===== src/hdl/dsa_pkg.sv =====
// Shared constants, types and helper functions of the Debye pair-sum accumulator.
package dsa_pkg;

	localparam int CORDIC_ITER_DEF = 24;
	localparam int CFG_IDX_W       = 2;
	localparam int CFG_DATA_W      = 48;

	localparam logic [CFG_IDX_W-1:0] REG_SCATTER_Q = 2'd0;
	localparam logic [CFG_IDX_W-1:0] REG_CUTOFF_SQ = 2'd1;

	localparam logic [15:0] SCATTER_Q_RESET = 16'd4096;

	typedef logic signed [33:0] angle_t;

	localparam angle_t TWO_PI_Q30  = 34'sd6746518852;
	localparam angle_t PI_Q30      = 34'sd3373259426;
	localparam angle_t HALF_PI_Q30 = 34'sd1686629713;
	localparam angle_t GAIN_Q30    = 34'sd652032874;
	localparam logic [30:0] ONE_Q30 = 31'h4000_0000;

	localparam logic signed [49:0] SUM_MAX = 50'sd140737488355327;
	localparam logic signed [49:0] SUM_MIN = -50'sd140737488355328;

	function automatic angle_t atan_q30(input logic [5:0] idx);
		angle_t r;
		r = '0;
		unique case (idx)
			6'd0: r = 34'sd843314857;
			6'd1: r = 34'sd497837829;
			6'd2: r = 34'sd263043837;
			6'd3: r = 34'sd133525159;
			6'd4: r = 34'sd67021687;
			6'd5: r = 34'sd33543516;
			6'd6: r = 34'sd16775851;
			6'd7: r = 34'sd8388437;
			6'd8: r = 34'sd4194283;
			6'd9: r = 34'sd2097149;
			default: begin
				if (idx <= 6'd30) begin
					r = angle_t'(34'sd1 <<< (6'd30 - idx));
				end
			end
		endcase
		return r;
	endfunction

endpackage


===== src/hdl/dsa_cordic.sv =====
// Rotation-mode CORDIC sine, one micro-rotation per cycle.
module dsa_cordic
	import dsa_pkg::*;
#(
	parameter int ITERATIONS = CORDIC_ITER_DEF
) (
	input  logic   clk,
	input  logic   arst_n,
	input  logic   start,
	input  angle_t angle,
	output logic   done,
	output angle_t sine
);
	localparam int IW = $clog2(ITERATIONS + 1);

	angle_t         cx_q;
	angle_t         cy_q;
	angle_t         z_q;
	logic [IW-1:0]  cnt_q;
	logic           busy_q;
	logic           done_q;
	angle_t         ddx;
	angle_t         ddy;
	angle_t         step_t;

	assign ddx    = cy_q >>> cnt_q;
	assign ddy    = cx_q >>> cnt_q;
	assign step_t = atan_q30(6'(cnt_q));

	always_ff @(posedge clk or negedge arst_n) begin
		if (!arst_n) begin
			busy_q <= 1'b0;
			done_q <= 1'b0;
			cnt_q  <= '0;
		end else begin
			done_q <= 1'b0;
			if (start) begin
				busy_q <= 1'b1;
				cnt_q  <= '0;
				cx_q   <= GAIN_Q30;
				cy_q   <= '0;
				z_q    <= angle;
			end else if (busy_q) begin
				if (!z_q[33]) begin
					cx_q <= cx_q - ddx;
					cy_q <= cy_q + ddy;
					z_q  <= z_q - step_t;
				end else begin
					cx_q <= cx_q + ddx;
					cy_q <= cy_q - ddy;
					z_q  <= z_q + step_t;
				end
				cnt_q <= cnt_q + 1'b1;
				if (cnt_q == IW'(ITERATIONS - 1)) begin
					busy_q <= 1'b0;
					done_q <= 1'b1;
				end
			end
		end
	end

	assign done = done_q;
	assign sine = cy_q;
endmodule


===== config.mk =====
export PLATFORM = sky130hd
export DESIGN_NAME = dsa_cordic
export DESIGN_NICKNAME = d
export VERILOG_FILES = /design/src/hdl/dsa_pkg.sv /design/src/hdl/dsa_cordic.sv
export SDC_FILE = /design/constraint.sdc
export NUM_CORES = 1
export LEC_CHECK = 0
export ABC_AREA = 1
export BUFFER_PORTS_ARGS = -buffer_cell sky130_fd_sc_hd__buf_4
export CAP_MARGIN = 10
export CELL_PAD_IN_SITES_DETAIL_PLACEMENT = 2
export CELL_PAD_IN_SITES_GLOBAL_PLACEMENT = 2
export CORE_ASPECT_RATIO = 1.25
export CORE_MARGIN = 2
export CORE_UTILIZATION = 32
export CTS_BUF_LIST = sky130_fd_sc_hd__clkbuf_8
export CTS_CLUSTER_DIAMETER = 150
export DETAILED_ROUTE_END_ITERATION = 10
export GPL_ROUTABILITY_DRIVEN = 0
export PLACE_DENSITY_LB_ADDON = 0.15
export REMOVE_ABC_BUFFERS = 1
export SETUP_SLACK_MARGIN = 0.02
export SYNTH_ARGS = -nofsm -noshare
export SYNTH_HDL_FRONTEND = slang
export SYNTH_SLANG_ARGS = --single-unit

===== constraint.sdc =====
create_clock -name clk -period 5 [get_ports clk]
set_input_delay 1 -clock clk [delete_from_list [all_inputs] [get_ports clk]]
set_output_delay 1 -clock clk [all_outputs]
set_load 0.005 [all_outputs]

==> results.sh, run 1 <==
export IMPL_min_delay_path_depth=3
export IMPL_critPathMaxStageDelay_ns=0.52
export IMPL_track_usage_pct=35.59
export IMPL_critical_path_class="register to register"
export IMPL_drive_above_1_share_pct=32.35
export IMPL_nFillCells=6214
export IMPL_cts_buffers=9
export IMPL_setup_viol_count_final=64
export IMPL_violations="setup timing"
export IMPL_grt_pass1_wl_mm=151.5
export IMPL_cts_root_buf="clkbuf_8"
export IMPL_worstReg2RegStart="cnt_q[1]"
export IMPL_critical_path_arrival_ns=6.21
export IMPL_dieWidth_um=210.1
export IMPL_routed_wl_mm=127.1
export IMPL_ant_nets=0
export IMPL_synth_ff_type="edfxtp_1"
export IMPL_crit_slowest_cell="dfrtp_2"
export IMPL_maxCapViolations=0
export IMPL_drc_errors=0
export IMPL_grt_ovfl_total=0
export IMPL_cp_end_kind="register"
export IMPL_clk_pin_slew_worst_paths_ns=0.17
export IMPL_gr_usage_met1_pct=35.19
export IMPL_yosysUniqueCellTypes=52
export IMPL_crit_path_frequent_cell="nand2_2"
export IMPL_finalCriticalPeriod_ns=5.892
export IMPL_place_hpwl_mm=71.27
export IMPL_setup_slack_ns=-0.8922
export IMPL_cts_hold_buf=0
export IMPL_yosysWarningCount=0
export IMPL_grt_pass1_vias=26147
export IMPL_io_pins=72
export IMPL_clock_sinks=109
export IMPL_postSynthCellCount=2890
export IMPL_grt_util_met3_pct=3.681
export IMPL_cts_buffer_depth=2
export IMPL_final_nets=3494
export IMPL_synth_seq_cells=109
export IMPL_finalMaxSlewViolations=0
export IMPL_top_usage_layer="met2"
export IMPL_rr_endpoint="z_q[33]"
export IMPL_finClkSkew_ns=0.03521
export IMPL_syn_area_um2=16990
export IMPL_startpoint_type="register"
export IMPL_post_route_util_pct=46.73
export IMPL_start_util_pct=32.32
export IMPL_finalHoldViolCount=0
export IMPL_reg2reg_depth=34
export IMPL_ys_seq_area_share_pct=19.05
export IMPL_min_to="z_q[19]"
export IMPL_drt_iter0_drc=1809
export IMPL_synth_edf_count=102
export IMPL_worst_pin_slew_ns=1.339
export IMPL_routedWlPerCell_um=31.58
export IMPL_clk_insertion_delay_late_ns=0.54
export IMPL_cts_htree_levels=3
export IMPL_fp_row_count=94
export IMPL_rrSetupSlack_ns=-0.89
export IMPL_via_per_inst=6.260
export IMPL_vias=25189
export IMPL_syn_avg_cell_area_um2=5.880
export IMPL_hold_path_class="input port to register"
export IMPL_drtPass1Iterations=8
export IMPL_max_slew_margin_pct=10.42
export IMPL_dieHeight_um=261.6
export IMPL_fmax_mhz=169.7
export IMPL_grt_start_max_net_pins=71
export IMPL_cts_tree="yes"
export IMPL_syn2layout_area_growth_pct=44.57
export IMPL_critPathRequiredTime_ns=5.31
export IMPL_rsz0062_at_grt="true"
export IMPL_fin_crit_sh_pct=117.8
export IMPL_crit_fanout=6
export IMPL_hold_path_startpoint="angle[19]"
export IMPL_portBuffers=71
export IMPL_antenna_found_initial=3
export IMPL_grt_util_met2_pct=70.05
export IMPL_die_area_um2=54980
export IMPL_fp_coreArea_um2=52570
export IMPL_status="complete, but fails checks"
export IMPL_synthArstFlopShare_pct=6.422
-- routing by layer --
| metal | part of all wire, % | up-vias |
|---|---|---|
| li1 | - | 10538 |
| met1 | 33 | 12445 |
| met2 | 50 | 1367 |
| met3 | 6.3 | 835 |
| met4 | 11 | 4 |
| met5 | 0.027 | - |
-- kinds of logic (layout without fill, tap and decap cells) --
kind of cell	after synthesis	after routing	synth area share (%)
simple gates	1685	1685	42.15
compound gates	460	460	15.31
buf+inv	413	874	9.409
xor+xnor	112	112	5.772
fa+ha+maj	111	111	8.305
flops	109	109	19.05
other cells	0	1	0
-- area by class of cell --
class                      count  area (µm²)  share of cell area [%]
sequential                   109        3246                   13.21
clock inverter                 7       50.05                  0.2037
antenna                        1       2.502                 0.01019
inverter                     302        1156                   4.706
timing repair buffer         556        4529                   18.44
multi-input combinational   2368       14620                   59.51
clock buffer                   9       123.9                  0.5042
tap                          672       840.8                   3.422
-- repair_timing --
action                                  in CTS  in global routing
setup buffers                               32                 44
endpoints found under the setup margin      47                 60
endpoints found under the hold margin        0                  0
pin swaps                                   65                134
cloned                                       1                  5
resized for setup                          254                426
-- worst max-delay path by stage --
stage	startpoint	to	slack [ns]	cells after the start
floorplan	cnt_q[1]	z_q[27]	-1.75	29
detailed placement	cnt_q[0]	sine[25]	-0.66	32
global route	cnt_q[0]	sine[33]	-0.99	32
global placement	cnt_q[0]	sine[33]	-0.30	34
CTS	cnt_q[0]	sine[32]	-0.07	33
finish	cnt_q[1]	z_q[33]	-0.89	34
-- flip-flops by register name (all words and copies together) (netlist names) --
signal	flops
done	1
z_q	34
cx_q	34
sine	34
cnt_q	5
busy_q	1
-- Yosys cell counts (9+ instances only) --
cell type    n  area share (%)
a21boi_0    10            0.44
a21o_1      12            0.53
a21oi_1    177             5.2
a31oi_1     37             1.4
buf_1       29            0.64
buf_2       27            0.80
clkbuf_1    51             1.1
edfxtp_1   102              18
ha_1       108             8.0
inv_1      288             6.4
inv_2       13            0.29
nand2_1    850              19
nand3_1    406              12
nand4_1     32             1.2
nor2_1     310             6.8
nor2_2       9            0.33
nor3_1      25            0.74
o211ai_1    16            0.71
o21ai_0    143             4.2
o21ai_1     18            0.53
or2_2       20            0.74
xnor2_1     31             1.6
xor2_1      81             4.2
-- layout by cell type, fill, tap and decap left out, drive strengths merged, types with 31 or more instances in the layout --
cell,count
a21oi,177
a31oi,38
buf,550
edfxtp,102
ha,108
inv,305
nand2,851
nand3,411
nand4,32
nor2,319
o21ai,161
xnor2,31
xor2,81
-- metrics by stage --
stage | TNS (ns) | std cells | setup WS, ns | hold WS [ns] | cell area (µm²)
CTS | -0.2173 | 3975 | -0.06917 | 0.6506 | 22430
floorplan | -78.79 | 2779 | -1.747 | 0.5780 | 16530
detailed placement | -14.11 | 3926 | -0.6639 | 0.6156 | 21050
finish | -31.50 | 4024 | -0.8922 | 0.7291 | 24570
global route | -42.14 | 4024 | -0.9916 | 0.7482 | 24570
global placement | -1.992 | 3926 | -0.2965 | 0.6008 | 21050
-- worst max-delay path: cells and delay by family (launching register included) --
kind | cells | cell delay, ns
adders and majority gates | 2 | 0.55
and+or+nand+nor | 21 | 3.05
buffers and inverters | 10 | 1.42
AOI/OAI and AO/OA | 1 | 0.06
DFF | 1 | 0.52
Power of run 1 is left out: the tool's default activity adds up to more than one toggle a clock period on the data nets, which glitch-free logic cannot reach.
==> run 2: changes to the inputs <==
--- a/config.mk
+++ b/config.mk
@@ -18,6 +18,7 @@
 export DETAILED_ROUTE_END_ITERATION = 10
 export GPL_ROUTABILITY_DRIVEN = 0
 export PLACE_DENSITY_LB_ADDON = 0.15
+export RECOVER_POWER = 25
 export REMOVE_ABC_BUFFERS = 1
 export SETUP_SLACK_MARGIN = 0.02
 export SYNTH_ARGS = -nofsm -noshare
==> run 2 against run 1 <==
Against the previous run: the flow finishes with violations (capacitance limit, slew limit, setup timing); cell count hardly changed; wire length hardly changed; sequential cell count stayed put; register-to-register slack hardly changed; design area hardly changed; die area stayed put; clock-buffer cell count stayed put; setup slack worse by 0.0060 ns; core utilization hardly changed.
==> results.sh, run 2 (same netlist as run 1, synthesis figures left out) <==
export IMPL_cts_tree="yes"
export IMPL_reg2reg_depth=34
export IMPL_finClkSkew_ns=0.03476
export IMPL_finalCriticalPeriod_ns=5.898
export IMPL_critical_path_class="register to register"
export IMPL_max_slew_margin_pct=-49.84
export IMPL_critPathRequiredTime_ns=5.31
export IMPL_gr_usage_met1_pct=35.19
export IMPL_fp_coreArea_um2=52570
export IMPL_violations="capacitance limit, slew limit, setup timing"
export IMPL_crit_fanout=6
export IMPL_cts_hold_buf=0
export IMPL_rrSetupSlack_ns=-0.90
export IMPL_antenna_found_initial=4
export IMPL_grt_pass1_wl_mm=151.5
export IMPL_worstReg2RegStart="cnt_q[1]"
export IMPL_placed_area_um2=21050
export IMPL_rr_endpoint="z_q[33]"
export IMPL_drt_iter0_drc=1826
export IMPL_cts_buffer_depth=2
export IMPL_clock_sinks=109
export IMPL_die_area_um2=54980
export IMPL_portBuffers=71
export IMPL_setup_viol_count_final=63
export IMPL_ant_nets=0
export IMPL_setup_slack_ns=-0.8982
export IMPL_rsz0062_at_grt="true"
export IMPL_cts_buffers=9
export IMPL_multi_input_area_um2=14620
export IMPL_drive_above_1_share_pct=32.29
export IMPL_cts_root_buf="clkbuf_8"
export IMPL_grt_pass1_vias=26147
export IMPL_routedWlPerCell_um=31.57
export IMPL_fin_crit_sh_pct=118.0
export IMPL_dieHeight_um=261.6
export IMPL_finalMaxSlewViolations=31
export IMPL_track_usage_pct=35.59
export IMPL_syn2layout_area_growth_pct=44.54
export IMPL_hold_path_class="input port to register"
export IMPL_vias=25164
export IMPL_crit_slowest_cell="dfrtp_2"
export IMPL_cts_htree_levels=3
export IMPL_final_nets=3494
export IMPL_status="complete, but fails checks"
export IMPL_final_common_cell="nand2_1"
export IMPL_clk_insertion_delay_late_ns=0.55
export IMPL_dieWidth_um=210.1
export IMPL_top_usage_layer="met2"
export IMPL_grt_util_met3_pct=3.681
export IMPL_fp_row_count=94
export IMPL_via_per_inst=6.250
export IMPL_grt_start_max_net_pins=71
export IMPL_crit_path_frequent_cell="nand2_2"
export IMPL_drtPass1Iterations=5
export IMPL_drc_errors=0
export IMPL_ff_latch_area_um2=3246
export IMPL_grt_ovfl_total=0
export IMPL_routed_wl_mm=127.1
export IMPL_fmax_mhz=169.5
export IMPL_startpoint_type="register"
export IMPL_start_util_pct=32.32
export IMPL_worst_pin_slew_ns=2.248
export IMPL_grt_util_met2_pct=70.05
export IMPL_finalHoldViolCount=0
export IMPL_place_hpwl_mm=71.27
export IMPL_min_delay_path_depth=3
export IMPL_clk_pin_slew_worst_paths_ns=0.17
export IMPL_cp_end_kind="register"
export IMPL_critPathMaxStageDelay_ns=0.52
export IMPL_critical_path_arrival_ns=6.21
export IMPL_layout_common_cells="731 x nand2_1, 519 x buf_4, 365 x nand3_1, 253 x inv_1, 240 x nor2_1"
export IMPL_nFillCells=6215
export IMPL_io_pins=72
export IMPL_min_to="z_q[19]"
export IMPL_hold_path_startpoint="angle[19]"
export IMPL_stdcell_area_um2=24560
export IMPL_maxCapViolations=2
[run 2: changes by cell type in the layout (fill, tap and decap cells not counted), sizes merged]
| cell | change |
|---|---|
| buf | -3 |
| diode | +2 |
| clkbuf | +3 |
[run 2: worst max path at each step]
stage                     endpoint  depth (start not counted)     start  slack (ns)
after global placement    sine[33]                         34  cnt_q[0]       -0.30
after global routing      sine[33]                         32  cnt_q[0]       -0.99
final                      z_q[33]                         34  cnt_q[1]       -0.90
after detailed placement  sine[25]                         32  cnt_q[0]       -0.66
after CTS                 sine[32]                         33  cnt_q[0]       -0.07
after floorplan            z_q[27]                         29  cnt_q[1]       -1.75
[run 2: cell type report]
type | instances | share of cell area (%)
well taps | 672 | 3.423
diodes | 3 | 0.03056
repair buffers | 556 | 18.40
inverters | 302 | 4.707
clock inverters | 7 | 0.2038
clock buffers | 9 | 0.5043
multi-input cells | 2368 | 59.52
flip-flops and latches | 109 | 13.21
[run 2: per-layer routing]
layer / wire length (µm) / share of wire [%]
met5: 34 / 0.027
met4: 13430 / 11
met3: 7509 / 5.9
met2: 63470 / 50
met1: 42660 / 34
[run 2: timing repair]
| item | in CTS | in global routing |
|---|---|---|
| pin swaps | 65 | 134 |
| setup buffers | 32 | 44 |
| resized for setup | 254 | 426 |
| setup endpoints to repair | 47 | 60 |
| hold endpoints to repair | 0 | 0 |
| cloned | 1 | 5 |
[run 2: worst max-delay path, delay by kind of cell, from the launching register on]
kind / cells / cell delay [ns]
buf+inv: 10 / 1.42
compound gates: 1 / 0.06
simple gates: 21 / 3.07
fa+ha+maj: 2 / 0.55
flops: 1 / 0.52
[run 2: stage by stage]
stage / instances / utilization, % / TNS (ns) / worst slack [ns] / hold WS, ns
6_report: 4026 / 46.72 / -31.49 / -0.8982 / 0.7291
5_1_grt: 4024 / 46.71 / -42.14 / -0.9916 / 0.7482
4_1_cts: 3975 / 42.67 / -0.2173 / -0.06917 / 0.6506
3_5_place_dp: 3926 / 40.04 / -14.11 / -0.6639 / 0.6156
3_3_place_gp: 3926 / 40.04 / -1.992 / -0.2965 / 0.6008
2_1_floorplan: 2779 / - / -78.79 / -1.747 / 0.5780
Power of run 2 is left out for the same reason.
