==> src/hdl/dsa_pkg.sv <==
// Shared constants, types and helper functions of the Debye pair-sum accumulator.
package dsa_pkg;

	localparam int CORDIC_ITER_DEF = 24;
	localparam int CFG_IDX_W       = 2;
	localparam int CFG_DATA_W      = 48;

	localparam logic [CFG_IDX_W-1:0] REG_SCATTER_Q = 2'd0;
	localparam logic [CFG_IDX_W-1:0] REG_CUTOFF_SQ = 2'd1;

	localparam logic [15:0] SCATTER_Q_RESET = 16'd4096;

	typedef logic signed [33:0] angle_t;

	localparam angle_t TWO_PI_Q30  = 34'sd6746518852;
	localparam angle_t PI_Q30      = 34'sd3373259426;
	localparam angle_t HALF_PI_Q30 = 34'sd1686629713;
	localparam angle_t GAIN_Q30    = 34'sd652032874;
	localparam logic [30:0] ONE_Q30 = 31'h4000_0000;

	localparam logic signed [49:0] SUM_MAX = 50'sd140737488355327;
	localparam logic signed [49:0] SUM_MIN = -50'sd140737488355328;

	function automatic angle_t atan_q30(input logic [5:0] idx);
		angle_t r;
		r = '0;
		unique case (idx)
			6'd0: r = 34'sd843314857;
			6'd1: r = 34'sd497837829;
			6'd2: r = 34'sd263043837;
			6'd3: r = 34'sd133525159;
			6'd4: r = 34'sd67021687;
			6'd5: r = 34'sd33543516;
			6'd6: r = 34'sd16775851;
			6'd7: r = 34'sd8388437;
			6'd8: r = 34'sd4194283;
			6'd9: r = 34'sd2097149;
			default: begin
				if (idx <= 6'd30) begin
					r = angle_t'(34'sd1 <<< (6'd30 - idx));
				end
			end
		endcase
		return r;
	endfunction

endpackage

==> src/hdl/dsa_div.sv <==
// Bit-serial restoring divider giving the sinc magnitude, clamped to one.
module dsa_div
	import dsa_pkg::*;
(
	input  logic        clk,
	input  logic        arst_n,
	input  logic        start,
	input  logic [31:0] mag,
	input  logic [39:0] den,
	output logic        done,
	output logic [30:0] quot
);
	logic [39:0] r_q;
	logic [39:0] den_q;
	logic [30:0] low_q;
	logic [30:0] q_q;
	logic        ovf_q;
	logic [4:0]  cnt_q;
	logic        busy_q;
	logic        done_q;
	logic [40:0] r_t;

	assign r_t = {r_q, low_q[30]};

	always_ff @(posedge clk or negedge arst_n) begin
		if (!arst_n) begin
			busy_q <= 1'b0;
			done_q <= 1'b0;
			cnt_q  <= '0;
		end else begin
			done_q <= 1'b0;
			if (start) begin
				busy_q <= 1'b1;
				cnt_q  <= '0;
				den_q  <= den;
				ovf_q  <= {15'd0, mag[31:7]} >= den;
				r_q    <= {15'd0, mag[31:7]};
				low_q  <= {mag[6:0], 24'd0};
				q_q    <= '0;
			end else if (busy_q) begin
				low_q <= {low_q[29:0], 1'b0};
				if (r_t >= {1'b0, den_q}) begin
					r_q <= 40'(r_t - {1'b0, den_q});
					q_q <= {q_q[29:0], 1'b1};
				end else begin
					r_q <= 40'(r_t);
					q_q <= {q_q[29:0], 1'b0};
				end
				cnt_q <= cnt_q + 5'd1;
				if (cnt_q == 5'd30) begin
					busy_q <= 1'b0;
					done_q <= 1'b1;
				end
			end
		end
	end

	assign done = done_q;
	assign quot = (ovf_q || q_q > ONE_Q30) ? ONE_Q30 : q_q;
endmodule

==> config.mk <==
export PLATFORM = sky130hd
export DESIGN_NAME = dsa_div
export DESIGN_NICKNAME = d
export VERILOG_FILES = /design/src/hdl/dsa_pkg.sv /design/src/hdl/dsa_div.sv
export SDC_FILE = /design/constraint.sdc
export NUM_CORES = 1
export LEC_CHECK = 0
export BUFFER_PORTS_ARGS = -buffer_cell sky130_fd_sc_hd__buf_2
export CORE_ASPECT_RATIO = 0.75
export CORE_UTILIZATION = 55
export CTS_CLUSTER_DIAMETER = 120
export DETAILED_ROUTE_END_ITERATION = 8
export GPL_TIMING_DRIVEN = 0
export PLACE_DENSITY = 0.76
export SLEW_MARGIN = 15
export SYNTH_ARGS = -nofsm -noshare
export SYNTH_HDL_FRONTEND = slang
export SYNTH_SLANG_ARGS = --single-unit
==> constraint.sdc <==
create_clock -name clk -period 5.74 [get_ports clk]
set_clock_uncertainty 0.05 [all_clocks]
set_input_delay 0.861 -clock clk [delete_from_list [all_inputs] [get_ports clk]]
set_output_delay 0.861 -clock clk [all_outputs]
set_load 0.01 [all_outputs]
==> results of run 1 <==
==> flip-flops by register name (all words and copies together) (netlist names) <==
register,cells
q_q,31
busy_q,1
ovf_q,1
den_q,40
r_q,40
done,1
cnt_q,5
low_q,31
==> critical path: stages, from the launching register on <==
cell,delay (ns)
sky130_fd_sc_hd__edfxtp_1,0.42
sky130_fd_sc_hd__ha_1,0.40
sky130_fd_sc_hd__a21oi_1,0.28
sky130_fd_sc_hd__nand2b_1,0.17
sky130_fd_sc_hd__nor4bb_1,0.44
sky130_fd_sc_hd__o211ai_1,0.22
sky130_fd_sc_hd__nand3_1,0.21
sky130_fd_sc_hd__a2111oi_1,0.13
sky130_fd_sc_hd__or3_1,0.43
sky130_fd_sc_hd__a221o_1,0.32
sky130_fd_sc_hd__a21oi_1,0.20
sky130_fd_sc_hd__mux2_1,0.34
sky130_fd_sc_hd__a21oi_1,0.13
==> layer usage <==
| metal | wire [µm] | GRT usage [%] |
|---|---|---|
| met1 | 10900 | 38.2 |
| met2 | 10600 | 42.6 |
| met3 | 1640 | 5.41 |
| met4 | 306 | 7.65 |
| met5 | 0 | 0 |
==> through the flow <==
step | area, µm² | util (%) | hold WS (ns) | total power (W)
after global routing | 11200 | 65.6 | 0.390 | 0.00364
after CTS | 11200 | 65.6 | 0.370 | 0.00347
after floorplan | 9700 | - | 0.455 | 0.00209
after global placement | 10500 | 61.8 | 0.469 | 0.00231
after detailed placement | 10600 | 62.2 | 0.474 | 0.00234
final | 11200 | 65.6 | 0.393 | 0.00347
==> Yosys cell counts (all sizes together), types with 2 or more instances <==
cell type | number | share of area (%)
nor4 | 13 | 0.84
nor2b | 12 | 0.77
a31oi | 11 | 0.93
xnor2 | 21 | 1.9
inv | 80 | 3.1
o21a | 6 | 0.46
clkbuf | 29 | 1.1
a311oi | 2 | 0.18
o21bai | 3 | 0.23
a21oi | 54 | 2.9
nand3 | 16 | 0.83
nand3b | 2 | 0.15
dfrtp | 7 | 1.8
a21o | 31 | 2.5
or2 | 2 | 0.13
o31ai | 5 | 0.39
ha | 67 | 8.6
edfxtp | 143 | 44
and2 | 34 | 2.2
nand2 | 56 | 2.2
buf | 15 | 0.97
mux2i | 78 | 8.0
xor2 | 19 | 1.7
nand2b | 8 | 0.52
and3 | 9 | 0.58
nor2 | 94 | 3.6
nor3 | 8 | 0.46
and4 | 3 | 0.27
a211oi | 15 | 1.4
nand4 | 15 | 0.97
o211ai | 5 | 0.44
o21ai | 54 | 2.8
a31o | 3 | 0.27
a22o | 10 | 0.90
a221oi | 2 | 0.24
==> placed cells by master, fill, tap and decap left out, types with 8 or more instances in the layout <==
| cell type | count |
|---|---|
| sky130_fd_sc_hd__edfxtp_1 | 143 |
| sky130_fd_sc_hd__buf_2 | 108 |
| sky130_fd_sc_hd__nor2_1 | 94 |
| sky130_fd_sc_hd__inv_1 | 80 |
| sky130_fd_sc_hd__mux2i_1 | 78 |
| sky130_fd_sc_hd__ha_1 | 67 |
| sky130_fd_sc_hd__nand2_1 | 56 |
| sky130_fd_sc_hd__a21oi_1 | 52 |
| sky130_fd_sc_hd__o21ai_0 | 38 |
| sky130_fd_sc_hd__and2_1 | 33 |
| sky130_fd_sc_hd__a21o_1 | 30 |
| sky130_fd_sc_hd__clkbuf_1 | 29 |
| sky130_fd_sc_hd__xnor2_1 | 21 |
| sky130_fd_sc_hd__xor2_1 | 19 |
| sky130_fd_sc_hd__clkbuf_16 | 17 |
| sky130_fd_sc_hd__nand3_1 | 16 |
| sky130_fd_sc_hd__o21ai_1 | 16 |
| sky130_fd_sc_hd__nand4_1 | 15 |
| sky130_fd_sc_hd__nor4_1 | 13 |
| sky130_fd_sc_hd__nor2b_1 | 12 |
| sky130_fd_sc_hd__a211oi_1 | 11 |
| sky130_fd_sc_hd__a22o_1 | 10 |
| sky130_fd_sc_hd__and3_1 | 9 |
| sky130_fd_sc_hd__a31oi_1 | 9 |
| sky130_fd_sc_hd__nand2b_1 | 8 |
==> cell type report <==
class,count,area [µm²]
plain buffers,44,203
clock buffers,17,425
clock inverters,14,158
fillers,1381,5850
inverters,80,300
multi-input cells,672,4730
flip-flops and latches,150,4470
well taps,236,295
repair buffers,109,593
==> worst min-delay path by stage <==
stage,end
after floorplan,cnt_q[4]
after global placement,low_q[27]
after detailed placement,low_q[30]
after CTS,cnt_q[1]
after global routing,cnt_q[1]
final,cnt_q[1]
==> where the power goes <==
part / internal (W) / switching, W
sequential: 0.00132 / 0.0000620
clock: 0.000618 / 0.000506
combinational: 0.000408 / 0.000557
==> cells by family after synthesis <==
logic type	Yosys count	share of synthesized area (%)
adders and majority gates	68	8.85
AOI/OAI and AO/OA	209	14.3
DFF	150	46.1
xor gates and xnor gates	40	3.61
buffers and inverters	124	5.18
and+or+nand+nor	276	13.8
muxes	79	8.16
==> flow_metrics.tcl, run 1 <==
set metrics [dict create \
    required_ns 5.97 \
    vias 7599 \
    die-width_um 155 \
    worst_hold_path_type "input pin to async pin" \
    globalplace.congestion 0.929 \
    chip_height_um 117 \
    worst_slack_ns 1.85 \
    avgViaCountPerCell 5.75 \
    timing_hold_violations_final 0 \
    drc_violation_count_after_routing 0 \
    std_cell_rows 41 \
    cts_buffers 17 \
    worst-r2r-setup-slack_ns 1.85 \
    layout_worst_path_cycle_share_pct 67.7 \
    globalRouteOverflowTotal 0 \
    cellPowerDensity_nw_per_um2 311 \
    yosys_warnings 0 \
    rsz0062_at_grt "false" \
    synthesis.nets 1089 \
    cts.repair_timing.setup_buffer_count 0 \
    ys_async_sr_fraction_pct 4.67 \
    cts-htree-levels 4 \
    critical_path_arrival_ns 4.12 \
    cts.sink_count 150 \
    synth-seq-cells 150 \
    setup.worst_path.start "r_q[3]" \
    die-area_um2 18200 \
    placeableCoreArea_um2 17000 \
    place_hpwl_mm 17.2 \
    timing.max_slew.rel_slack_pct 47.9 \
    clk_root_buffer_cell "sky130_fd_sc_hd__clkbuf_16" \
    drt_initial_violations 695 \
    cts_tree "built" \
    port_buffers 106 \
    ys_dominant_reg_cell "sky130_fd_sc_hd__edfxtp_1" \
    netlist_instances 946 \
    insertion_delay_ns 0.43 \
    worstSetupEndpointType "flip-flop" \
    synth-edff-count 143 \
    grt_max_degree 42 \
    layout.cells.non_filler 1322 \
    final-max-slew-violation-count 0 \
    tightest_slew_ns 0.782 \
    worstSetupPathType "flip-flop to flip-flop" \
    wire_length_of_the_first_global_routing_pass_mm 37.2 \
    avgSynthCellArea_um2 10.3 \
    report.final.setup_viol 0 \
    first_pass_iters 5 \
    grt_antenna_before_repair 0 \
    timing.rr.start "r_q[3]" \
    clk_path_buf_depth 2 \
    max-cap-violations 0 \
    finalWirelength_mm 23.4 \
    post_synth_instance_area_um2 9700 \
    layout_min_cycle_time_ns 3.89 \
    setup_total_negative_slack_ns 0 \
    first_global_vias 7111 \
    worstPathMaxFanout 5 \
    synthDistinctLibCells 62 \
    boundaryPins 107 \
    final_layout_size_suffix_gt1_share_pct 15.5 \
    place.detailed.instances 1291 \
    initial_core_util_pct 57.0 \
    pre_cts_slack_ns 2.10 \
    synth.yosys.seq_area_share_pct 46.1 \
    fmaxAchievable_ghz 0.257 \
    worst_setup_path_start_kind "flip-flop" \
    ant_nets 0 \
    timing.rr.end "r_q[38]" \
    leakage_nw 5.31 \
    postCtsHoldBufs 0 \
    cts_repair_resize_count 0 \
    outcome "completed" \
    insertedDiodeCount 0 \
    peakVddDrop_mv 0.217 \
    critPathCapture "r_q[38]" \
    reg2regPathDepth 12 \
    path_clk_slew_ns 0.07 \
    groute.usage.overall_pct 27.0 \
    wl_per_cell_um 17.7 \
    final_nets 1217 \
    area_growth_syn_to_layout_pct 15.2 \
]
(Power assumes the default switching activity.)
==> run 2: changes to the inputs <==
- CORE_UTILIZATION: 55 -> 54
- PLACE_DENSITY: 0.76 -> 0.77
- clock period: 5.74 -> 3.2 ns (I/O delays scaled with it)
==> run 2 against run 1 <==
Effect of this change:
- largest power group unchanged
- via count increased by 6.8%
- setup slack got worse by 2.1 ns
- the run now ends with negative setup slack left
- clock-buffer cell count unchanged
- clock power increased by 78%
- global-route usage increased by 1.2 points
- worst hold slack got worse by 0.22 ns
- critical path depth unchanged
- non-clock buffer count increased by 43
==> flow_metrics.tcl, run 2 (synthesis gave the netlist of run 1 again) <==
set metrics [dict create \
    failing_checks "negative setup slack" \
    finalWirelength_mm 26.1 \
    layout.cells.most_common "sky130_fd_sc_hd__edfxtp_1" \
    worstSetupPathType "flip-flop to flip-flop" \
    design_area_um2 12400 \
    max-cap-violations 0 \
    reg2regPathDepth 12 \
    setup.worst_path.start "r_q[8]" \
    vias 8113 \
    cts-htree-levels 4 \
    std_cell_rows 42 \
    switching_power_w 0.00236 \
    power.share.combinational_pct 35.3 \
    worst_setup_path_start_kind "flip-flop" \
    whs_path_depth 1 \
    initial_core_util_pct 55.1 \
    critical_path_arrival_ns 3.68 \
    wire_length_of_the_first_global_routing_pass_mm 39.6 \
    peakVddDrop_mv 0.308 \
    fmaxAchievable_ghz 0.291 \
    final_util_pct 70.2 \
    area_growth_syn_to_layout_pct 27.4 \
    groute.usage.overall_pct 28.2 \
    critical_path.most_common_cell "sky130_fd_sc_hd__a21oi_2" \
    timing.rr.end "r_q[38]" \
    worst_slack_ns -0.234 \
    chip_height_um 118 \
    report.final.setup_viol 29 \
    final_nets 1260 \
    first_pass_iters 5 \
    timing.rr.start "r_q[8]" \
    switching_share_pct 34.0 \
    clk_root_buffer_cell "sky130_fd_sc_hd__clkbuf_16" \
    intPower_w 0.00458 \
    ant_nets 0 \
    clk_path_buf_depth 2 \
    holdCritStartpoint "den[15]" \
    layout_min_cycle_time_ns 3.43 \
    worstSetupEndpointType "flip-flop" \
    placeableCoreArea_um2 17600 \
    avgViaCountPerCell 5.91 \
    worst_hold_path.endpoint "den_q[15]" \
    grt_antenna_before_repair 0 \
    boundaryPins 107 \
    cts_buffers 17 \
    required_ns 3.45 \
    insertedDiodeCount 0 \
    pwr-share-seq_pct 36.0 \
    total_power_w 0.00694 \
    die-width_um 157 \
    pre_cts_slack_ns -0.397 \
    globalRouteOverflowTotal 0 \
    path_clk_slew_ns 0.07 \
    ordered_list_of_cells_on_the_worst_path "ha_1, o21ai_1, nor2_4, nor4bb_4, o211ai_1, nand3_2, a2111oi_4, or3_4, a221o_1, a21oi_2, mux2_4, a21oi_2" \
    place_hpwl_mm 16.7 \
    leakage_nw 5.65 \
    setup_total_negative_slack_ns -1.15 \
    cts_tree "built" \
    placedInstanceArea_um2 10600 \
    fillCellCount 1214 \
    tightest_slew_ns 0.794 \
    drc_violation_count_after_routing 0 \
    wl_per_cell_um 19.0 \
    outcome "finished, violations left" \
    port_buffers 106 \
    most-common-layout-cells "143 x sky130_fd_sc_hd__edfxtp_1, 106 x sky130_fd_sc_hd__buf_2, 88 x sky130_fd_sc_hd__nor2_1" \
    die-area_um2 18500 \
    final-max-slew-violation-count 0 \
    cp_slowest_stage_delay_ns 0.43 \
    first_global_vias 7572 \
    critical-path-slowest-cell "sky130_fd_sc_hd__ha_1" \
    cts.sink_count 150 \
    largest_registers "den_q (40), r_q (40)" \
    rsz0062_at_grt "true" \
    timing_hold_violations_final 0 \
    globalplace.congestion 0.893 \
    drt_initial_violations 707 \
    layout_worst_path_cycle_share_pct 107 \
    worst_hold_path_type "input pin to flip-flop" \
    worstPathMaxFanout 6 \
    timing.max_slew.rel_slack_pct 47.0 \
    insertion_delay_ns 0.44 \
    clk_network_pwr_share_pct 28.7 \
    cellPowerDensity_nw_per_um2 562 \
    grt_max_degree 45 \
    final_layout_size_suffix_gt1_share_pct 26.3 \
    worst-r2r-setup-slack_ns -0.23 \
]
-- run 2: how the worst max path moves through the flow --
stage / endpoint / slack (ns) / cells past startpoint
after floorplan: r_q[38] / 0.12 / 12
after global placement: den_q[16] / -0.80 / 2
after detailed placement: r_q[38] / -0.40 / 12
after CTS: r_q[36] / -0.14 / 13
after global routing: r_q[38] / -0.32 / 14
final: r_q[38] / -0.23 / 12
-- run 2: final cells by class --
type / instances / area [µm²] / share of cell area [%]
clock inverter: 15 / 154 / 1.25
sequential: 150 / 4470 / 36.2
buffer: 36 / 213 / 1.72
multi-input combinational: 672 / 5390 / 43.6
timing repair buffer: 160 / 1100 / 8.92
clock buffer: 17 / 425 / 3.44
inverter: 80 / 300 / 2.43
tap: 242 / 303 / 2.45
-- run 2: metrics by stage --
| step | cells | hold slack (ns) |
|---|---|---|
| floorplan | 946 | 0.134 |
| global placement | 1294 | 0.468 |
| detailed placement | 1297 | 0.427 |
| CTS | 1355 | 0.164 |
| global route | 1372 | 0.161 |
| finish | 1372 | 0.175 |
-- run 2: repair_timing --
item / CTS / global route
endpoints found under the hold margin: 1 / 0
pin swaps: 37 / 42
cloned: 5 / 0
gates resized for setup: 111 / 62
setup buffers: 24 / 23
endpoints found under the setup margin: 40 / 61
hold buffers: 1 / 0
-- run 2: critical path: cells and delay by family (launching register included) --
kind | cells | cell delay (ns)
AO/OA/AOI/OAI | 6 | 1.16
adder cells (fa/ha/maj) | 1 | 0.43
flip-flops | 1 | 0.40
multiplexers | 1 | 0.32
AND/OR/NAND/NOR | 4 | 0.93
-- run 2: routing by layer --
layer	vias up	GRT usage [%]	share of wire, %
met4	0	10.9	2.8
met3	62	6.33	8.1
li1	3776	-	-
met5	-	0	0
met1	3902	40.6	43
met2	373	41.3	46
-- run 2: power by group through the flow --
stage	logic (W)	clock network, W	registers, W
after floorplan	0.00127	0	0.00248
after global placement	0.00163	0	0.00251
after detailed placement	0.00168	0	0.00251
after CTS	0.00215	0.00200	0.00249
after global routing	0.00262	0.00208	0.00251
final	0.00245	0.00199	0.00250
