**config.mk**
```make
export PLATFORM = sky130hd
export DESIGN_NAME = dsa_isqrt
export DESIGN_NICKNAME = d
export VERILOG_FILES = /design/src/hdl/dsa_pkg.sv /design/src/hdl/dsa_isqrt.sv
export SDC_FILE = /design/constraint.sdc
export NUM_CORES = 1
export LEC_CHECK = 0
export BUFFER_PORTS_ARGS = -buffer_cell sky130_fd_sc_hd__buf_2
export CAP_MARGIN = 20
export CORE_ASPECT_RATIO = 0.6
export CORE_MARGIN = 2
export CORE_UTILIZATION = 36
export DETAILED_ROUTE_END_ITERATION = 16
export PLACE_DENSITY = 0.65
export SLEW_MARGIN = 30
export SYNTH_ARGS = -nofsm -noshare
export SYNTH_HDL_FRONTEND = slang
export SYNTH_SLANG_ARGS = --single-unit
```
**constraint.sdc**
```tcl
create_clock -name clk -period 4.3 [get_ports clk]
set_clock_uncertainty 0.2 [all_clocks]
set_input_delay 0.215 -clock clk [delete_from_list [all_inputs] [get_ports clk]]
set_output_delay 0.215 -clock clk [all_outputs]
set_load 0.02 [all_outputs]
```
**src/hdl/dsa_pkg.sv**
```systemverilog
// Shared constants, types and helper functions of the Debye pair-sum accumulator.
package dsa_pkg;

	localparam int CORDIC_ITER_DEF = 24;
	localparam int CFG_IDX_W       = 2;
	localparam int CFG_DATA_W      = 48;

	localparam logic [CFG_IDX_W-1:0] REG_SCATTER_Q = 2'd0;
	localparam logic [CFG_IDX_W-1:0] REG_CUTOFF_SQ = 2'd1;

	localparam logic [15:0] SCATTER_Q_RESET = 16'd4096;

	typedef logic signed [33:0] angle_t;

	localparam angle_t TWO_PI_Q30  = 34'sd6746518852;
	localparam angle_t PI_Q30      = 34'sd3373259426;
	localparam angle_t HALF_PI_Q30 = 34'sd1686629713;
	localparam angle_t GAIN_Q30    = 34'sd652032874;
	localparam logic [30:0] ONE_Q30 = 31'h4000_0000;

	localparam logic signed [49:0] SUM_MAX = 50'sd140737488355327;
	localparam logic signed [49:0] SUM_MIN = -50'sd140737488355328;

	function automatic angle_t atan_q30(input logic [5:0] idx);
		angle_t r;
		r = '0;
		unique case (idx)
			6'd0: r = 34'sd843314857;
			6'd1: r = 34'sd497837829;
			6'd2: r = 34'sd263043837;
			6'd3: r = 34'sd133525159;
			6'd4: r = 34'sd67021687;
			6'd5: r = 34'sd33543516;
			6'd6: r = 34'sd16775851;
			6'd7: r = 34'sd8388437;
			6'd8: r = 34'sd4194283;
			6'd9: r = 34'sd2097149;
			default: begin
				if (idx <= 6'd30) begin
					r = angle_t'(34'sd1 <<< (6'd30 - idx));
				end
			end
		endcase
		return r;
	endfunction

endpackage

```
**src/hdl/dsa_isqrt.sv**
```systemverilog
// Bit-serial integer square root, one result bit per cycle.
module dsa_isqrt
	import dsa_pkg::*;
(
	input  logic        clk,
	input  logic        arst_n,
	input  logic        start,
	input  logic [47:0] radicand,
	output logic        done,
	output logic [23:0] root
);
	logic [47:0] rad_q;
	logic [25:0] rem_q;
	logic [23:0] root_q;
	logic [4:0]  cnt_q;
	logic        busy_q;
	logic        done_q;
	logic [27:0] rem_t;
	logic [27:0] trial;

	assign rem_t = {rem_q, rad_q[47:46]};
	assign trial = {2'b00, root_q, 2'b01};

	always_ff @(posedge clk or negedge arst_n) begin
		if (!arst_n) begin
			busy_q <= 1'b0;
			done_q <= 1'b0;
			cnt_q  <= '0;
		end else begin
			done_q <= 1'b0;
			if (start) begin
				busy_q <= 1'b1;
				cnt_q  <= '0;
				rad_q  <= radicand;
				rem_q  <= '0;
				root_q <= '0;
			end else if (busy_q) begin
				rad_q <= {rad_q[45:0], 2'b00};
				if (rem_t >= trial) begin
					rem_q  <= 26'(rem_t - trial);
					root_q <= {root_q[22:0], 1'b1};
				end else begin
					rem_q  <= 26'(rem_t);
					root_q <= {root_q[22:0], 1'b0};
				end
				cnt_q <= cnt_q + 5'd1;
				if (cnt_q == 5'd23) begin
					busy_q <= 1'b0;
					done_q <= 1'b1;
				end
			end
		end
	end

	assign done = done_q;
	assign root = root_q;
endmodule

```
==> run_results.csv, run 1 <==
group,metric,value,unit
routing,drt-total-wl,15900,um
yosys,syn-cell-area,0.00642,sq mm
setup_path,cp_slowest_cell,"o211ai_4",
die,die_area,0.0190,sq mm
clock_tree,cts.htree.levels,3,
pwr,powerDensity,423,mW/mm^2
placement,port_buffers,75,
yosys,ys.flop_type,"edfxtp_1",
clock_tree,clkLatencyLatePin,350,ps
layout,nNetsFinal,753,
yosys,post-synth-top-area-fraction,45.8,%
routing,drt_pass1_iterations,5,
worst_hold_path,hold_class,"input pin to flop",
run_status,status,"complete, no violations",
clock_tree,clockBufferDepth,2,
yosys,synth.net_count,647,
grt,grt_pass1_wl,25400,um
layout,area_growth_syn_to_layout,20.8,%
setup_path,cp-end-kind,"flop",
placement,place_hpwl,10300,um
layout,antenna_cells,0,
yosys,syn_inst,569,
setup_path,cp.buffers_inverters,1,
timing,setup_viol,0,
routing,drt_iter0_markers,401,
grt,overflow,0,
layout,seq_area,0.00312,sq mm
setup_path,critPathMaxFanout,24,
grt,met2_usage,24.3,%
setup_path,path_cells,"inv_1 -> ha_1 -> a21oi_2 -> o21ai_1 -> a211o_1 -> a41o_1 -> o211ai_4 -> a2111oi_0 -> a221o_1",
grt,grt_usage,17.2,%
timing,slew_headroom,34.7,%
yosys,syn_avg_cell_area,11.3,sq um
routing,vias,4953,
layout,mostFrequentLayoutCell,"edfxtp_1",
grt,grt_max_degree,70,
placement,place_ws,859,ps
timing,tightest_slew,976,ps
timing,fmax,0.286,GHz
grt,first_global_vias,4900,
grt,antenna_found_initial,0,
pwr,peakVddDrop,193,uV
setup_path,worstSetupPathType,"flop to flop",
clock_tree,postCtsSetupBuffers,0,
yosys,ys_warn_count,0,
timing,period_share,81.4,%
clock_tree,cts_num_sinks,105,
die,start_util,37.1,%
yosys,netlist_top_cells_area,"edfxtp_1 46%, mux2_2 8.1%, ha_1 5.3%",
yosys,async_reset_ff_share,6.67,%
layout,layout-drive-gt1-share,24.0,%
layout,layout_common_cells,"98 x edfxtp_1, 74 x buf_2, 54 x nor2_1, 49 x dlygate4sd3_1, 46 x mux2_2",
setup_path,max_stage_delay,670,ps
die,core,0.0173,sq mm
clock_tree,cts_buffers,9,
layout,fillerInstances,1655,
clock_tree,cts_tree,"done",
clock_tree,cts_root_buf,"clkbuf_16",
die,die_y,107,um
timing,tns,0,ps
timing,hold_viol_final,0,
layout,final_util,44.8,%
routing,postRouteAntennaNets,0,
placement,gp_congestion,0.941,
grt,grt_util_met1,25.4,%
yosys,ys_seq_area_share,48.5,%
clock_tree,cts.clk_slew.worst_paths,80,ps
timing,layout_setup_ws,801,ps
grt,gr-usage-met3,4.52,%
routing,drt-vias-per-instance,5.42,
layout,multiInputGateArea,0.00302,sq mm
yosys,yosysUniqueCellTypes,64,
die,die_w,176,um
pwr,power.leakage,3.18,nW
die,core.rowCount,37,
yosys,ys_ff_latch,105,
timing,rsz0062_at_grt,"no",
grt,top_usage_layer,"met1",
flow_run,drv_cap,0,
yosys,yosys.area.top_type,"edfxtp_1",
routing,drc,0,
timing,min_period,3500,ps
clock_tree,cts_resized,0,
routing,wire_per_inst,17.4,um
setup_path,crit_family,"compound AO/OA/AOI/OAI gates",
die,io_pins,76,
pwr,power,3.28,mW
timing,maxSlewViolCount,0,
setup_path,arrival,3410,ps
setup_path,start_kind,"flop",
setup_path,crit_required,4210,ps
yosys,synth_edf_count,98,
==> cell usage after synthesis (6+ instances only) <==
cell and n:
nand2_1 24, o21ai_0 15, nand4_1 8, buf_1 7
o21ai_1 9, xor2_1 11, ha_1 27, edfxtp_1 98
o211ai_1 6, inv_1 33, clkbuf_1 16, xnor2_1 15
a41oi_1 7, a211oi_1 7, nand3_1 13, a21o_1 7
nor2_1 54, mux2i_1 24, buf_2 7, a21oi_1 27
mux2_2 46, and2_1 11, a311oi_1 9, dfrtp_1 7
==> stage by stage <==
stage / instance area, sq um / hold WS, ps / instances
floorplan: 6420 / -281 / 569
global placement: 6980 / 234 / 849
detailed placement: 6980 / 253 / 849
CTS: 7750 / 0.907 / 913
global route: 7760 / 279 / 914
finish: 7760 / 248 / 914
==> final timing paths <==
kind | cells past startpoint | from | to | slack, ps
setup / recovery | 9 | root[17] | rem_q[1] | 800
hold / removal | 2 | start | cnt_q[4] | 250
setup reg to reg | 9 | root[17] | rem_q[1] | 800
hold reg to reg | 1 | rad_q[30] | rad_q[32] | 350
max in group asynchronous | 3 | arst_n | busy_q | 2960
min in group asynchronous | 3 | arst_n | cnt_q[4] | 410
==> layout make-up <==
cell class / instances / area share [%]
clock buffers: 9 / 2.90
clock inverters: 7 / 0.806
inverters: 33 / 1.60
multi-input cells: 396 / 39.0
flip-flops and latches: 105 / 40.2
well taps: 234 / 3.77
repair buffers: 130 / 11.8
==> layer usage <==
metal  share of wire, %  up-vias
li1                   -     2360
met3                8.2       16
met1                 50     2370
met5                  0        -
met2                 40      207
met4                1.4        0
==> where the power goes <==
| part | switching [mW] | internal, mW | leakage [nW] |
|---|---|---|---|
| sequential | 0.0784 | 1.27 | 1.07 |
| combinational | 0.652 | 0.468 | 1.97 |
| clock | 0.411 | 0.405 | 0.143 |
| total | 1.14 | 2.14 | 3.18 |
==> cell families (layout without fill, tap and decap cells) <==
family / after synthesis / after routing / synth area share [%]
AND/OR/NAND/NOR: 139 / 139 / 10.8
XOR/XNOR: 26 / 26 / 3.55
AO/OA/AOI/OAI: 134 / 134 / 15.6
flip-flops: 105 / 105 / 48.5
adder cells (fa/ha/maj): 27 / 27 / 5.26
multiplexers: 70 / 70 / 11.8
buffers and inverters: 68 / 179 / 4.52
==> repair_timing <==
| item | 4_1_cts | 5_1_grt |
|---|---|---|
| hold buffers | 48 | 1 |
| setup endpoints to repair | 0 | 0 |
| endpoints found under the hold margin | 54 | 1 |
==> worst register-to-register path, delay by kind of cell, from the launching register on <==
family / cells / cell delay (ps)
AOI/OAI and AO/OA: 7 / 2160
adders and majority gates: 1 / 400
buffers and inverters: 1 / 60
DFF: 1 / 420
==> state kept, by name, summed over array words and instances (netlist names) <==
name and count:
cnt_q 5, root 24, done 1, rad_q 48
rem_q 26, busy_q 1
(Power assumes the default switching activity.)
==> run 2, diff against run 1 <==
- clock period: 4.3 -> 3.25 ns (I/O delays scaled with it)
==> run 2 against run 1 <==
  * Count of clock-buffer cells in the layout unchanged
  * Wire length increased by 2.8%
  * Via count increased by 1.9%
  * Sequential power increased by 33%
  * Total power grew 35%
==> run_results.csv, run 2 (synthesis results as in run 1) <==
group,metric,value,unit
run_status,status,"complete, no violations",
timing,tightest_slew,844,ps
layout,fillerInstances,1655,
grt,first_global_vias,4849,
clock_tree,cts_num_sinks,105,
routing,drt-total-wl,16400,um
routing,met3_length,1300,um
pwr,clockPowerShare,24.2,%
timing,hold_viol_final,0,
setup_path,crit_required,3150,ps
setup_path,start_kind,"flop",
clock_tree,cts_tree,"done",
clock_tree,cts_root_buf,"clkbuf_16",
pwr,powerDensity,559,mW/mm^2
timing,layout_setup_ws,155,ps
layout,seq_area,0.00312,sq mm
layout,area_growth_syn_to_layout,23.5,%
placement,gp_congestion,0.934,
setup_path,path_cells,"inv_1 -> ha_1 -> a21oi_1 -> a21boi_0 -> a211o_1 -> a41o_1 -> o211ai_4 -> buf_4 -> a21oi_1 -> a221o_1",
pwr,p_int,2.90,mW
pwr,power.leakage,3.28,nW
placement,port_buffers,75,
pwr,pwr-share-comb,35.7,%
timing,min_period,3100,ps
timing,maxSlewViolCount,0,
clock_tree,cts_buffers,9,
setup_path,cp-end-kind,"flop",
placement,dp_cells,864,
placement,place_ws,87.3,ps
layout,instances_no_fill,933,
setup_path,worstSetupPathType,"flop to flop",
setup_path,cp.buffers_inverters,2,
clock_tree,clockBufferDepth,2,
die,die_area,0.0190,sq mm
die,die_y,107,um
layout,largest_reg_flops,48,
timing,rsz0062_at_grt,"no",
timing,holdWs,350,ps
routing,drt_iter0_markers,463,
die,core,0.0173,sq mm
layout,layout-drive-gt1-share,26.0,%
routing,met2_length,6790,um
timing,tns,0,ps
routing,wire_per_inst,17.6,um
flow_run,drv_cap,0,
pwr,power_switching,1.54,mW
layout,final_util,45.8,%
clock_tree,cts.clk_slew.worst_paths,70,ps
setup_path,max_stage_delay,390,ps
layout,layout_common_cells,"98 x edfxtp_1, 74 x buf_2, 54 x nor2_1, 50 x dlygate4sd3_1, 46 x mux2_2",
timing,fmax,0.323,GHz
grt,grt_max_degree,58,
layout,multiInputGateArea,0.00303,sq mm
pwr,p_seq_share,40.1,%
die,start_util,37.1,%
setup_path,critPathMaxFanout,6,
clock_tree,cts.htree.levels,3,
routing,vias,5048,
layout,mostFrequentLayoutCell,"edfxtp_1",
worst_hold_path,hold_class,"flop to flop",
die,core.rowCount,37,
pwr,power,4.44,mW
pwr,peakVddDrop,257,uV
clock_tree,clkLatencyLatePin,350,ps
routing,postRouteAntennaNets,0,
timing,period_share,95.2,%
die,die_w,176,um
layout,antenna_cells,0,
setup_path,arrival,3000,ps
routing,drt_pass1_iterations,6,
grt,grt_usage,17.4,%
setup_path,crit_family,"compound AO/OA/AOI/OAI gates",
setup_path,cp_slowest_cell,"edfxtp_1",
routing,wirelength_met1,8110,um
grt,antenna_found_initial,0,
layout,nNetsFinal,772,
placement,place_hpwl,11100,um
setup_path,crit_top_cell,"a21oi_1",
pwr,p_sw_share,34.6,%
routing,top_layer_used,"met4",
placement,place_area,0.00712,sq mm
die,io_pins,76,
timing,slew_headroom,43.7,%
routing,drt-vias-per-instance,5.41,
layout,postLayoutCellArea,0.00794,sq mm
layout,regMostFlops,"rad_q",
grt,grt_pass1_wl,26000,um
grt,overflow,0,
timing,setup_viol,0,
routing,drc,0,
-- run 2: changes by cell type in the layout (fill, tap and decap cells not counted), sizes merged --
cell	delta
buf	+18
clkinv	-2
clkinvlp	+1
dlygate4sd3	+1
inv	+1
-- run 2: routing by layer --
layer	vias to the layer above	global-route usage, %
li1	2394	-
met1	2419	27.0
met2	219	24.8
met3	16	3.46
met4	0	3.72
met5	-	0
-- run 2: path summary, 6_finish.rpt --
kind                           start        end  slack (ps)  depth (start not counted)
setup / recovery            root[20]  rem_q[21]         150                         10
hold / removal             rad_q[20]  rad_q[22]         350                          1
setup reg to reg            root[20]  rem_q[21]         150                         10
hold reg to reg            rad_q[20]  rad_q[22]         350                          1
max in group asynchronous     arst_n     busy_q        1880                          3
min in group asynchronous     arst_n     busy_q         410                          3
-- run 2: what timing repair did --
| item | in CTS | in global routing |
|---|---|---|
| hold buffers | 50 | 0 |
| gates resized for setup | 0 | 1 |
| setup endpoints to repair | 0 | 12 |
| hold endpoints to repair | 57 | 0 |
| setup buffers | 0 | 3 |
-- run 2: power groups by stage --
stage / Combinational [mW] / Sequential (mW) / Clock [mW]
2_1_floorplan: 1.07 / 1.79 / 0
3_3_place_gp: 1.46 / 1.80 / 0
3_5_place_dp: 1.48 / 1.81 / 0
4_1_cts: 1.54 / 1.78 / 1.10
5_1_grt: 1.72 / 1.80 / 1.15
6_report: 1.58 / 1.78 / 1.08
-- run 2: final cells by class --
cell class                 count  share of cell area, %
inverter                      33                   1.56
multi-input combinational    396                   38.2
clock inverter                 7                  0.773
sequential                   105                   39.3
tap                          234                   3.69
timing repair buffer         149                   13.7
clock buffer                   9                   2.84
==> run 3, diff against run 2 <==
- CORE_UTILIZATION: 36 -> 40
- PLACE_DENSITY: 0.65 -> 0.69
==> run 3 against run 2 <==
  * Final area is 0.61% lower
  * Critical endpoint unchanged
  * Via count shrank 0.42%
  * Die area down 9.7%
  * Maximum frequency down 1.5%
  * Sequential cell count did not move
  * Core utilization increased by 4.9 points
  * Sequential power about the same
  * Largest cell class unchanged
==> run_results.csv, run 3 (synthesis results as in run 1) <==
group,metric,value,unit
run_status,status,"complete, no violations",
pwr,powerDensity,573,mW/mm^2
routing,drt_pass1_iterations,5,
layout,instances_no_fill,896,
setup_path,cp.buffers_inverters,1,
flow_run,drv_cap,0,
die,die_area,0.0171,sq mm
layout,area_growth_syn_to_layout,22.8,%
die,die_y,102,um
timing,hold_viol_final,0,
setup_path,cp-end-kind,"flop",
setup_path,crit_family,"compound AO/OA/AOI/OAI gates",
timing,tns,0,ps
placement,place_hpwl,11000,um
clock_tree,cts.htree.levels,3,
timing,fmax,0.318,GHz
grt,antenna_found_initial,0,
setup_path,crit_required,3160,ps
placement,port_buffers,75,
routing,drt_iter0_markers,412,
clock_tree,cts_tree,"done",
worst_hold_path,hold_class,"flop to flop",
layout,layout_common_cells,"98 x edfxtp_1, 74 x buf_2, 54 x nor2_1, 50 x dlygate4sd3_1, 46 x mux2_2",
timing,holdWs,344,ps
setup_path,worstSetupPathType,"flop to flop",
placement,dp_cells,828,
routing,drt-total-wl,16100,um
layout,antenna_cells,0,
grt,grt_max_degree,58,
placement,place_ws,52.0,ps
timing,layout_setup_ws,107,ps
timing,tightest_slew,920,ps
layout,layout-drive-gt1-share,25.5,%
clock_tree,cts_num_sinks,105,
clock_tree,clkLatencyLatePin,350,ps
setup_path,critPathMaxFanout,11,
timing,slew_headroom,38.4,%
timing,setup_viol,0,
setup_path,arrival,3050,ps
setup_path,path_cells,"inv_1 -> ha_1 -> a21oi_1 -> o21ai_0 -> a21o_1 -> a31oi_1 -> o21bai_1 -> xor2_1 -> a221o_1",
layout,nNetsFinal,766,
timing,min_period,3140,ps
grt,first_global_vias,4796,
die,core.rowCount,35,
routing,drc,0,
setup_path,start_kind,"flop",
clock_tree,cts.clk_slew.worst_paths,80,ps
die,core,0.0155,sq mm
setup_path,max_stage_delay,450,ps
pwr,peakVddDrop,249,uV
routing,vias,5027,
die,io_pins,76,
timing,maxSlewViolCount,0,
die,start_util,41.3,%
layout,regMostFlops,"rad_q",
timing,rsz0062_at_grt,"no",
clock_tree,cts_root_buf,"clkbuf_16",
die,die_w,168,um
grt,overflow,0,
grt,grt_pass1_wl,25600,um
placement,gp_congestion,0.927,
clock_tree,cts_buffers,9,
setup_path,cp_slowest_cell,"ha_1",
routing,postRouteAntennaNets,0,
clock_tree,clockBufferDepth,2,
routing,drt-vias-per-instance,5.61,
pwr,power.leakage,3.26,nW
layout,mostFrequentLayoutCell,"edfxtp_1",
timing,period_share,96.7,%
layout,largest_reg_flops,48,
grt,grt_usage,19.0,%
routing,wire_per_inst,18.0,um
layout,fillerInstances,1395,
-- run 3: worst register-to-register path: stages (launching register included) --
cell and delay, ps:
edfxtp_1 400, inv_1 70, ha_1 450, a21oi_1 380, o21ai_0 150, a21o_1 180
a31oi_1 420, o21bai_1 160, xor2_1 170, a221o_1 330
-- run 3: where the power goes --
part / total [mW] / switching (mW) / internal (mW)
Clock: 1.17 / 0.551 / 0.621
Combinational: 1.57 / 0.894 / 0.675
Sequential: 1.78 / 0.102 / 1.67
Total: 4.52 / 1.55 / 2.97
-- run 3: path summary, 6_finish.rpt --
check | start | endpoint | slack (ps) | cells past startpoint
worst min-delay path | rad_q[15] | rad_q[17] | 340 | 1
worst max-delay path | root[14] | rem_q[21] | 110 | 9
worst min register to register | rad_q[15] | rad_q[17] | 340 | 1
max in group asynchronous | arst_n | busy_q | 1960 | 3
min in group asynchronous | arst_n | busy_q | 360 | 3
worst max register to register | root[14] | rem_q[21] | 110 | 9
-- run 3: cell type report --
type / instances / area [sq um] / area share [%]
repair buffers: 143 / 1030 / 13.0
multi-input cells: 396 / 3040 / 38.5
clock buffers: 9 / 225 / 2.86
flip-flops and latches: 105 / 3120 / 39.6
well taps: 203 / 254 / 3.22
clock inverters: 7 / 98.8 / 1.25
inverters: 33 / 124 / 1.57
-- run 3: through the flow --
stage	util [%]	power (mW)	area, sq um
final	50.7	4.52	7890
after global routing	50.7	4.74	7890
after CTS	50.5	4.49	7860
after detailed placement	45.2	3.26	7030
after global placement	45.2	3.22	7030
after floorplan	-	2.86	6430
-- run 3: layer usage --
metal / track usage, % / wire length, um / vias to the layer above
met4: 4.08 / 153 / 0
li1: - / - / 2378
met5: 0 / 0 / -
met1: 28.8 / 8200 / 2445
met3: 4.57 / 1100 / 15
met2: 27.5 / 6630 / 189
-- run 3: what timing repair did --
item | in CTS | in global routing
hold buffers | 50 | 0
resized for setup | 0 | 4
buffers inserted | 0 | 2
setup endpoints to repair | 0 | 22
hold endpoints to repair | 58 | 0
